File: config.mk
export PLATFORM = sky130hd
export DESIGN_NAME = modular_exponentiation
export DESIGN_NICKNAME = d
export VERILOG_FILES = /design/src/sv/modexp_pkg.sv /design/src/sv/modular_exponentiation.sv /design/src/sv/modexp_mulmod.sv
export VERILOG_INCLUDE_DIRS = /design/src /design/src/sv
export SDC_FILE = /design/constraint.sdc
export NUM_CORES = 1
export LEC_CHECK = 0
export BUFFER_PORTS_ARGS = -buffer_cell sky130_fd_sc_hd__buf_4
export CORE_MARGIN = 5
export CORE_UTILIZATION = 50
export DETAILED_ROUTE_END_ITERATION = 10
export PLACE_DENSITY = 0.78
export RECOVER_POWER = 50
export SLEW_MARGIN = 20
export SYNTH_ARGS = -nofsm -noshare
export SYNTH_HDL_FRONTEND = slang
export SYNTH_HIERARCHICAL = 1
export SYNTH_SLANG_ARGS = --single-unit
File: constraint.sdc
create_clock -name clk -period 8.1 [get_ports clk]
set_input_delay 0.405 -clock clk [delete_from_list [all_inputs] [get_ports clk]]
set_output_delay 0.405 -clock clk [all_outputs]
set_load 0.005 [all_outputs]
File: src/sv/modular_exponentiation_assert.svh
// Assertion macros for the modular exponentiation block.
// Used by modexp_mulmod and modular_exponentiation; expects clk and rst_n in scope.
`ifndef MODULAR_EXPONENTIATION_ASSERT_SVH
`define MODULAR_EXPONENTIATION_ASSERT_SVH
`ifndef SYNTHESIS
`define ME_ASSERT(label, prop) \
    label: assert property (@(posedge clk) disable iff (!rst_n) (prop)) \
        else $error("modexp assertion failed");
`define ME_ASSERT_NEXT(label, cond, prop) \
    label: assert property (@(posedge clk) disable iff (!rst_n) (cond) |=> (prop)) \
        else $error("modexp assertion failed");
`else
`define ME_ASSERT(label, prop)
`define ME_ASSERT_NEXT(label, cond, prop)
`endif
`endif

File: src/sv/modexp_pkg.sv
// Shared widths and interface structs for the modular exponentiation block.
// No dependencies.
package modexp_pkg;

    localparam int FIELD_WIDTH = 32;               // port field width
    localparam int MOD_WIDTH   = 32;               // modulus bits in use (8..32)
    localparam int EXP_WIDTH   = 32;               // exponent bits in use (1..32)
    localparam int ACC_WIDTH   = MOD_WIDTH + 2;    // 2r + b < 3m
    localparam int CNT_WIDTH   = $clog2(FIELD_WIDTH);

    // Request to the bit-serial multiplier: product = a * b mod m, b <= m.
    typedef struct packed {
        logic                   start;
        logic [FIELD_WIDTH-1:0] a;
        logic [MOD_WIDTH-1:0]   b;
    } mul_req_t;

    typedef struct packed {
        logic busy;
        logic done;
    } mul_status_t;

endpackage

File: src/sv/modular_exponentiation.sv
// Modular exponentiation block: top level, sequencer and register file.
// Depends on modexp_pkg, modexp_mulmod and modular_exponentiation_assert.svh.
//
// Computes base_value ** exponent mod modulus by right-to-left square and
// multiply. One item is worked on at a time; the result sits in an output
// register, so the next item may be accepted while it waits to be taken.
// All arithmetic runs through a single bit-serial modular multiplier that
// consumes one operand bit per cycle. Each item runs as the base
// reduction, then per exponent bit up to the highest set one a squaring
// and, for a one bit, a multiply. A zero exponent returns 1 unreduced.
// A modulus of zero (not allowed) behaves as 2**32, i.e. results wrap.
// Modulus resets to 1; write it only while the block is idle. cfg_ready
// is always high.
`include "modular_exponentiation_assert.svh"
module modular_exponentiation (
    input  logic                            clk,
    input  logic                            rst_n,
    // configuration write channel
    input  logic                            cfg_valid,
    output logic                            cfg_ready,
    input  logic [modexp_pkg::FIELD_WIDTH-1:0] modulus,
    // input items
    input  logic                            in_valid,
    output logic                            in_ready,
    input  logic [modexp_pkg::FIELD_WIDTH-1:0] base_value,
    input  logic [modexp_pkg::FIELD_WIDTH-1:0] exponent,
    // result items
    output logic                            out_valid,
    input  logic                            out_ready,
    output logic [modexp_pkg::FIELD_WIDTH-1:0] power_result
);
    import modexp_pkg::*;

    localparam logic [2:0] ST_IDLE   = 3'd0;  // waiting for an item
    localparam logic [2:0] ST_REDUCE = 3'd1;  // base mod m
    localparam logic [2:0] ST_STEP   = 3'd2;  // look at next exponent bit
    localparam logic [2:0] ST_MUL    = 3'd3;  // acc = acc * sq
    localparam logic [2:0] ST_SQR    = 3'd4;  // sq = sq * sq
    localparam logic [2:0] ST_FINISH = 3'd5;  // hand result to output reg

    logic [2:0]             state_reg, state_next;
    logic [FIELD_WIDTH-1:0] modulus_reg, modulus_next;
    logic                   out_valid_reg, out_valid_next;
    logic [FIELD_WIDTH-1:0] result_reg, result_next;
    logic [EXP_WIDTH-1:0]   exp_reg, exp_next;
    logic [MOD_WIDTH-1:0]   acc_reg, acc_next;
    logic [MOD_WIDTH-1:0]   sq_reg, sq_next;

    logic [MOD_WIDTH-1:0] mod_low;
    logic [MOD_WIDTH:0]   mod_eff;
    mul_req_t             mul_req;
    mul_status_t          mul_stat;
    logic [MOD_WIDTH-1:0] mul_product;
    logic                 in_fire;
    logic                 out_free;

    // zero modulus acts as 2**MOD_WIDTH so every product simply wraps
    assign mod_low = modulus_reg[MOD_WIDTH-1:0];
    assign mod_eff = (mod_low == '0) ? {1'b1, {MOD_WIDTH{1'b0}}} : {1'b0, mod_low};

    assign cfg_ready    = 1'b1;
    assign in_ready     = (state_reg == ST_IDLE);
    assign in_fire      = in_valid && in_ready;
    assign out_valid    = out_valid_reg;
    assign power_result = result_reg;
    assign out_free     = !out_valid_reg || out_ready;

    assign modulus_next = cfg_valid ? modulus : modulus_reg;

    // sequencer
    always_comb
    begin
        state_next     = state_reg;
        exp_next       = exp_reg;
        acc_next       = acc_reg;
        sq_next        = sq_reg;
        result_next    = result_reg;
        out_valid_next = out_valid_reg;
        mul_req.start  = 1'b0;
        mul_req.a      = FIELD_WIDTH'(sq_reg);
        mul_req.b      = sq_reg;

        if (out_valid_reg && out_ready)
            out_valid_next = 1'b0;

        unique case (state_reg)
            ST_IDLE:
            begin
                if (in_fire)
                begin
                    // base * 1 mod m reduces the base; b = 1 <= m always
                    mul_req.start = 1'b1;
                    mul_req.a     = base_value;
                    mul_req.b     = MOD_WIDTH'(1);
                    exp_next      = exponent[EXP_WIDTH-1:0];
                    acc_next      = MOD_WIDTH'(1);
                    state_next    = ST_REDUCE;
                end
            end
            ST_REDUCE:
            begin
                if (mul_stat.done)
                begin
                    sq_next    = mul_product;
                    state_next = ST_STEP;
                end
            end
            ST_STEP:
            begin
                if (exp_reg == '0)
                    state_next = ST_FINISH;
                else if (exp_reg[0])
                begin
                    mul_req.start = 1'b1;
                    mul_req.a     = FIELD_WIDTH'(acc_reg);
                    state_next    = ST_MUL;
                end
                else
                begin
                    mul_req.start = 1'b1;
                    state_next    = ST_SQR;
                end
            end
            ST_MUL:
            begin
                if (mul_stat.done)
                begin
                    acc_next      = mul_product;
                    mul_req.start = 1'b1;
                    state_next    = ST_SQR;
                end
            end
            ST_SQR:
            begin
                if (mul_stat.done)
                begin
                    sq_next    = mul_product;
                    exp_next   = exp_reg >> 1;
                    state_next = ST_STEP;
                end
            end
            ST_FINISH:
            begin
                if (out_free)
                begin
                    result_next    = FIELD_WIDTH'(acc_reg);
                    out_valid_next = 1'b1;
                    state_next     = ST_IDLE;
                end
            end
            default:
            begin
                state_next = ST_IDLE;
            end
        endcase
    end

    always_ff @(posedge clk or negedge rst_n)
    begin
        if (!rst_n)
        begin
            state_reg     <= ST_IDLE;
            modulus_reg   <= FIELD_WIDTH'(1);
            out_valid_reg <= 1'b0;
        end
        else
        begin
            state_reg     <= state_next;
            modulus_reg   <= modulus_next;
            out_valid_reg <= out_valid_next;
        end
    end

    always_ff @(posedge clk)
    begin
        exp_reg    <= exp_next;
        acc_reg    <= acc_next;
        sq_reg     <= sq_next;
        result_reg <= result_next;
    end

    modexp_mulmod u_mulmod (
        .clk     (clk),
        .rst_n   (rst_n),
        .req     (mul_req),
        .mod_eff (mod_eff),
        .status  (mul_stat),
        .product (mul_product)
    );

    `ME_ASSERT(a_start_when_free, !(mul_req.start && mul_stat.busy))
    `ME_ASSERT(a_idle_mul_quiet, (state_reg != ST_IDLE) || !mul_stat.busy)
    `ME_ASSERT(a_finish_exp_done, (state_reg != ST_FINISH) || (exp_reg == '0))
    `ME_ASSERT_NEXT(a_accept_reduces, in_fire, state_reg == ST_REDUCE)

endmodule

File: src/sv/modexp_mulmod.sv
// Bit-serial interleaved modular multiplier: one bit of a per cycle, MSB first.
// Depends on modexp_pkg and modular_exponentiation_assert.svh.
`include "modular_exponentiation_assert.svh"
module modexp_mulmod (
    input  logic                          clk,
    input  logic                          rst_n,
    input  modexp_pkg::mul_req_t          req,
    input  logic [modexp_pkg::MOD_WIDTH:0] mod_eff,
    output modexp_pkg::mul_status_t       status,
    output logic [modexp_pkg::MOD_WIDTH-1:0] product
);
    import modexp_pkg::*;

    logic                   busy_reg, busy_next;
    logic                   done_reg, done_next;
    logic [CNT_WIDTH-1:0]   cnt_reg, cnt_next;
    logic [FIELD_WIDTH-1:0] a_reg, a_next;
    logic [MOD_WIDTH-1:0]   b_reg, b_next;
    logic [MOD_WIDTH-1:0]   r_reg, r_next;

    logic [ACC_WIDTH-1:0] t;
    logic [ACC_WIDTH-1:0] m1;
    logic [ACC_WIDTH-1:0] m2;
    logic [MOD_WIDTH-1:0] r_step;

    // t = 2r + a_bit*b, then bring below m with at most one of two subtractions
    always_comb
    begin
        m1 = ACC_WIDTH'(mod_eff);
        m2 = m1 << 1;
        t  = (ACC_WIDTH'(r_reg) << 1)
           + (a_reg[FIELD_WIDTH-1] ? ACC_WIDTH'(b_reg) : '0);
        if (t >= m2)
            r_step = MOD_WIDTH'(t - m2);
        else if (t >= m1)
            r_step = MOD_WIDTH'(t - m1);
        else
            r_step = MOD_WIDTH'(t);
    end

    always_comb
    begin
        busy_next = busy_reg;
        done_next = 1'b0;
        cnt_next  = cnt_reg;
        a_next    = a_reg;
        b_next    = b_reg;
        r_next    = r_reg;
        if (req.start)
        begin
            busy_next = 1'b1;
            cnt_next  = CNT_WIDTH'(FIELD_WIDTH - 1);
            a_next    = req.a;
            b_next    = req.b;
            r_next    = '0;
        end
        else if (busy_reg)
        begin
            r_next = r_step;
            a_next = a_reg << 1;
            cnt_next = cnt_reg - CNT_WIDTH'(1);
            if (cnt_reg == '0)
            begin
                busy_next = 1'b0;
                done_next = 1'b1;
            end
        end
    end

    always_ff @(posedge clk or negedge rst_n)
    begin
        if (!rst_n)
        begin
            busy_reg <= 1'b0;
            done_reg <= 1'b0;
            cnt_reg  <= '0;
        end
        else
        begin
            busy_reg <= busy_next;
            done_reg <= done_next;
            cnt_reg  <= cnt_next;
        end
    end

    always_ff @(posedge clk)
    begin
        a_reg <= a_next;
        b_reg <= b_next;
        r_reg <= r_next;
    end

    assign status.busy = busy_reg;
    assign status.done = done_reg;
    assign product     = r_reg;

    `ME_ASSERT(a_done_not_busy, !(done_reg && busy_reg))
    `ME_ASSERT_NEXT(a_done_pulse, done_reg, !done_reg)
    `ME_ASSERT_NEXT(a_last_bit_done, busy_reg && (cnt_reg == '0) && !req.start, done_reg)

endmodule
==> flow_summary.toml <==
[timing]
report.final.slew_viol_count = 144
hold_viol_final = 0
rsz0062_at_grt = "no"
max_slew.worst_pin.slew_ns = 2.62
layout_min_cycle_time_ns = 6.51
min_period_over_period_pct = 80.4
tns_ns = 0
final.setup.worst_slack_ns = 1.59
timing.slew.headroom_pct = -74.6
clock_skew_ns = 0.0190
setup_viol = 0
fmax_mhz = 154

[clocking]
htreeDepth = 1
cts_tree = "built"
cts_root_buffer = "clkbuf_16"
clock-sinks = 267
clock_latency_ns = 0.54
numCtsBuffers = 29
clk_path_buf_depth = 3
cts_resized = 0
clk_pin_slew_ns = 0.06

[place]
hpwl_mm = 29.1
place.gp.congestion = 0.941
place_worst_setup_slack_ns = 1.72
portBuffers = 134
placed_cells = 2023

[setup_path]
regToRegSetupSlack_ns = 1.59
end_kind = "flop"
r2r_start = "u_mulmod/a_reg[31]"
r2r_cells = 21
worst-endpoint-arrival_ns = 6.95
crit_path_start = "u_mulmod/a_reg[31]"
worst-path-max-fanout = 32
start_kind = "flop"
required_ns = 8.55
r2r_end = "u_mulmod/product[0]"
crit_path_end = "u_mulmod/product[0]"
path_class = "reg -> reg"

[floorplanning]
ios = 136
row_count = 66
start_util_pct = 50.3
die_h_um = 190
die_x_um = 190
dieArea_um2 = 36300
core_area_um2 = 32400

[grt]
grt_max_degree = 67
grt_first_pass_wirelength_mm = 61.9
grt_util_all_layers_pct = 20.8
grt_pass1_vias = 11438
overflow = 0
antenna_found_initial = 0

[routing]
routed_wl_mm = 38.8
drc = 0
avgViaCountPerCell = 5.79
drt-initial-drc-count = 1251
dr_total_vias = 12008
post_drt_wl_per_cell_um = 18.7
ant_nets = 0
firstDrtPassIters = 9

[logic_synthesis]
yosys_warnings = 6
netlist_instances = 1528
syn_nets = 1731
syn_area_um2 = 16300
postSynthAreaPerCell_um2 = 10.6

[run_status]
violations = "max-capacitance violations, max-slew violations"
status = "finished, violations left"

[cells_and_area]
final_layout_size_suffix_gt1_share_pct = 18.5
area_delta_synth_final_pct = 13.0
fin_cells = 2074
diodes = 0
fin_nets = 1816

[hold_path]
min_path_type = "in -> reg"

[run]
maxCapViolCount = 4
how the worst min path moves through the flow:
stage                     cells past startpoint          endpoint         from  slack [ns]
after global routing                          2       mod_low[11]  modulus[11]        0.07
after floorplan                               0       mod_low[10]        rst_n        0.11
after CTS                                     2       mod_low[11]  modulus[11]        0.05
after detailed placement                      0  power_result[30]  acc_reg[30]        0.44
final                                         2       mod_low[11]  modulus[11]        0.08
after global placement                        0  power_result[27]  acc_reg[27]        0.43
repair_timing:
| action | 4_1_cts | 5_1_grt |
|---|---|---|
| setup buffers | 0 | 0 |
| hold endpoints to repair | 42 | 0 |
| hold buffers | 1 | 0 |
metal layers:
metal,vias up,GRT usage (%),part of all wire [%]
met5,-,0,0
met2,411,30.2,42
met4,0,4.36,1.8
li1,5798,-,-
met3,46,3.06,7.1
met1,5753,33.0,49
placed cells by master, fill, tap and decap left out, types with 36 or more instances in the layout:
| cell | n |
|---|---|
| edfxtp_1 | 192 |
| ha_1 | 99 |
| buf_4 | 111 |
| dfrtp_1 | 42 |
| xor2_1 | 36 |
| nand2_1 | 79 |
| a21oi_1 | 91 |
| mux2_2 | 87 |
| nor2b_1 | 46 |
| inv_1 | 103 |
| o21ai_0 | 59 |
| and2_1 | 51 |
| nor2_1 | 69 |
| a21o_1 | 41 |
| xnor2_1 | 53 |
metrics by stage:
stage               util (%)  instance area (um^2)  hold slack, ns
floorplan                  -                 16300           0.109
global placement        54.1                 17500           0.431
detailed placement      54.1                 17500           0.437
CTS                     56.9                 18400          0.0521
global route            56.8                 18400          0.0693
finish                  56.8                 18400          0.0812
worst max-delay path, stage by stage (launching register included):
cell and delay [ns]:
edfxtp_1 0.78, and2_1 0.24, ha_1 0.17, inv_1 0.06
fa_1 0.40, nand2b_1 0.18, a31o_2 0.26, and4_1 0.22
o21ai_1 0.21, a21boi_1 0.16, o21ai_0 0.25, xor2_1 0.44
ha_1 0.37, a21o_1 0.20, a21o_1 0.22, a221o_1 0.39
o2111ai_1 0.24, a21oi_2 0.07, a211o_1 0.68, nand2_1 0.25
mux2_2 0.36, a211oi_1 0.24
cell type report:
cell class | instances | area [um^2]
tap | 442 | 553
clock inverter | 16 | 155
multi-input combinational | 1061 | 7960
inverter | 104 | 390
clock buffer | 34 | 744
sequential | 267 | 7480
fill | 2788 | 14000
timing repair buffer | 150 | 1110
Power is not shown: default switching activity piles up to over one toggle a cycle in this logic, so the estimate is an artifact.
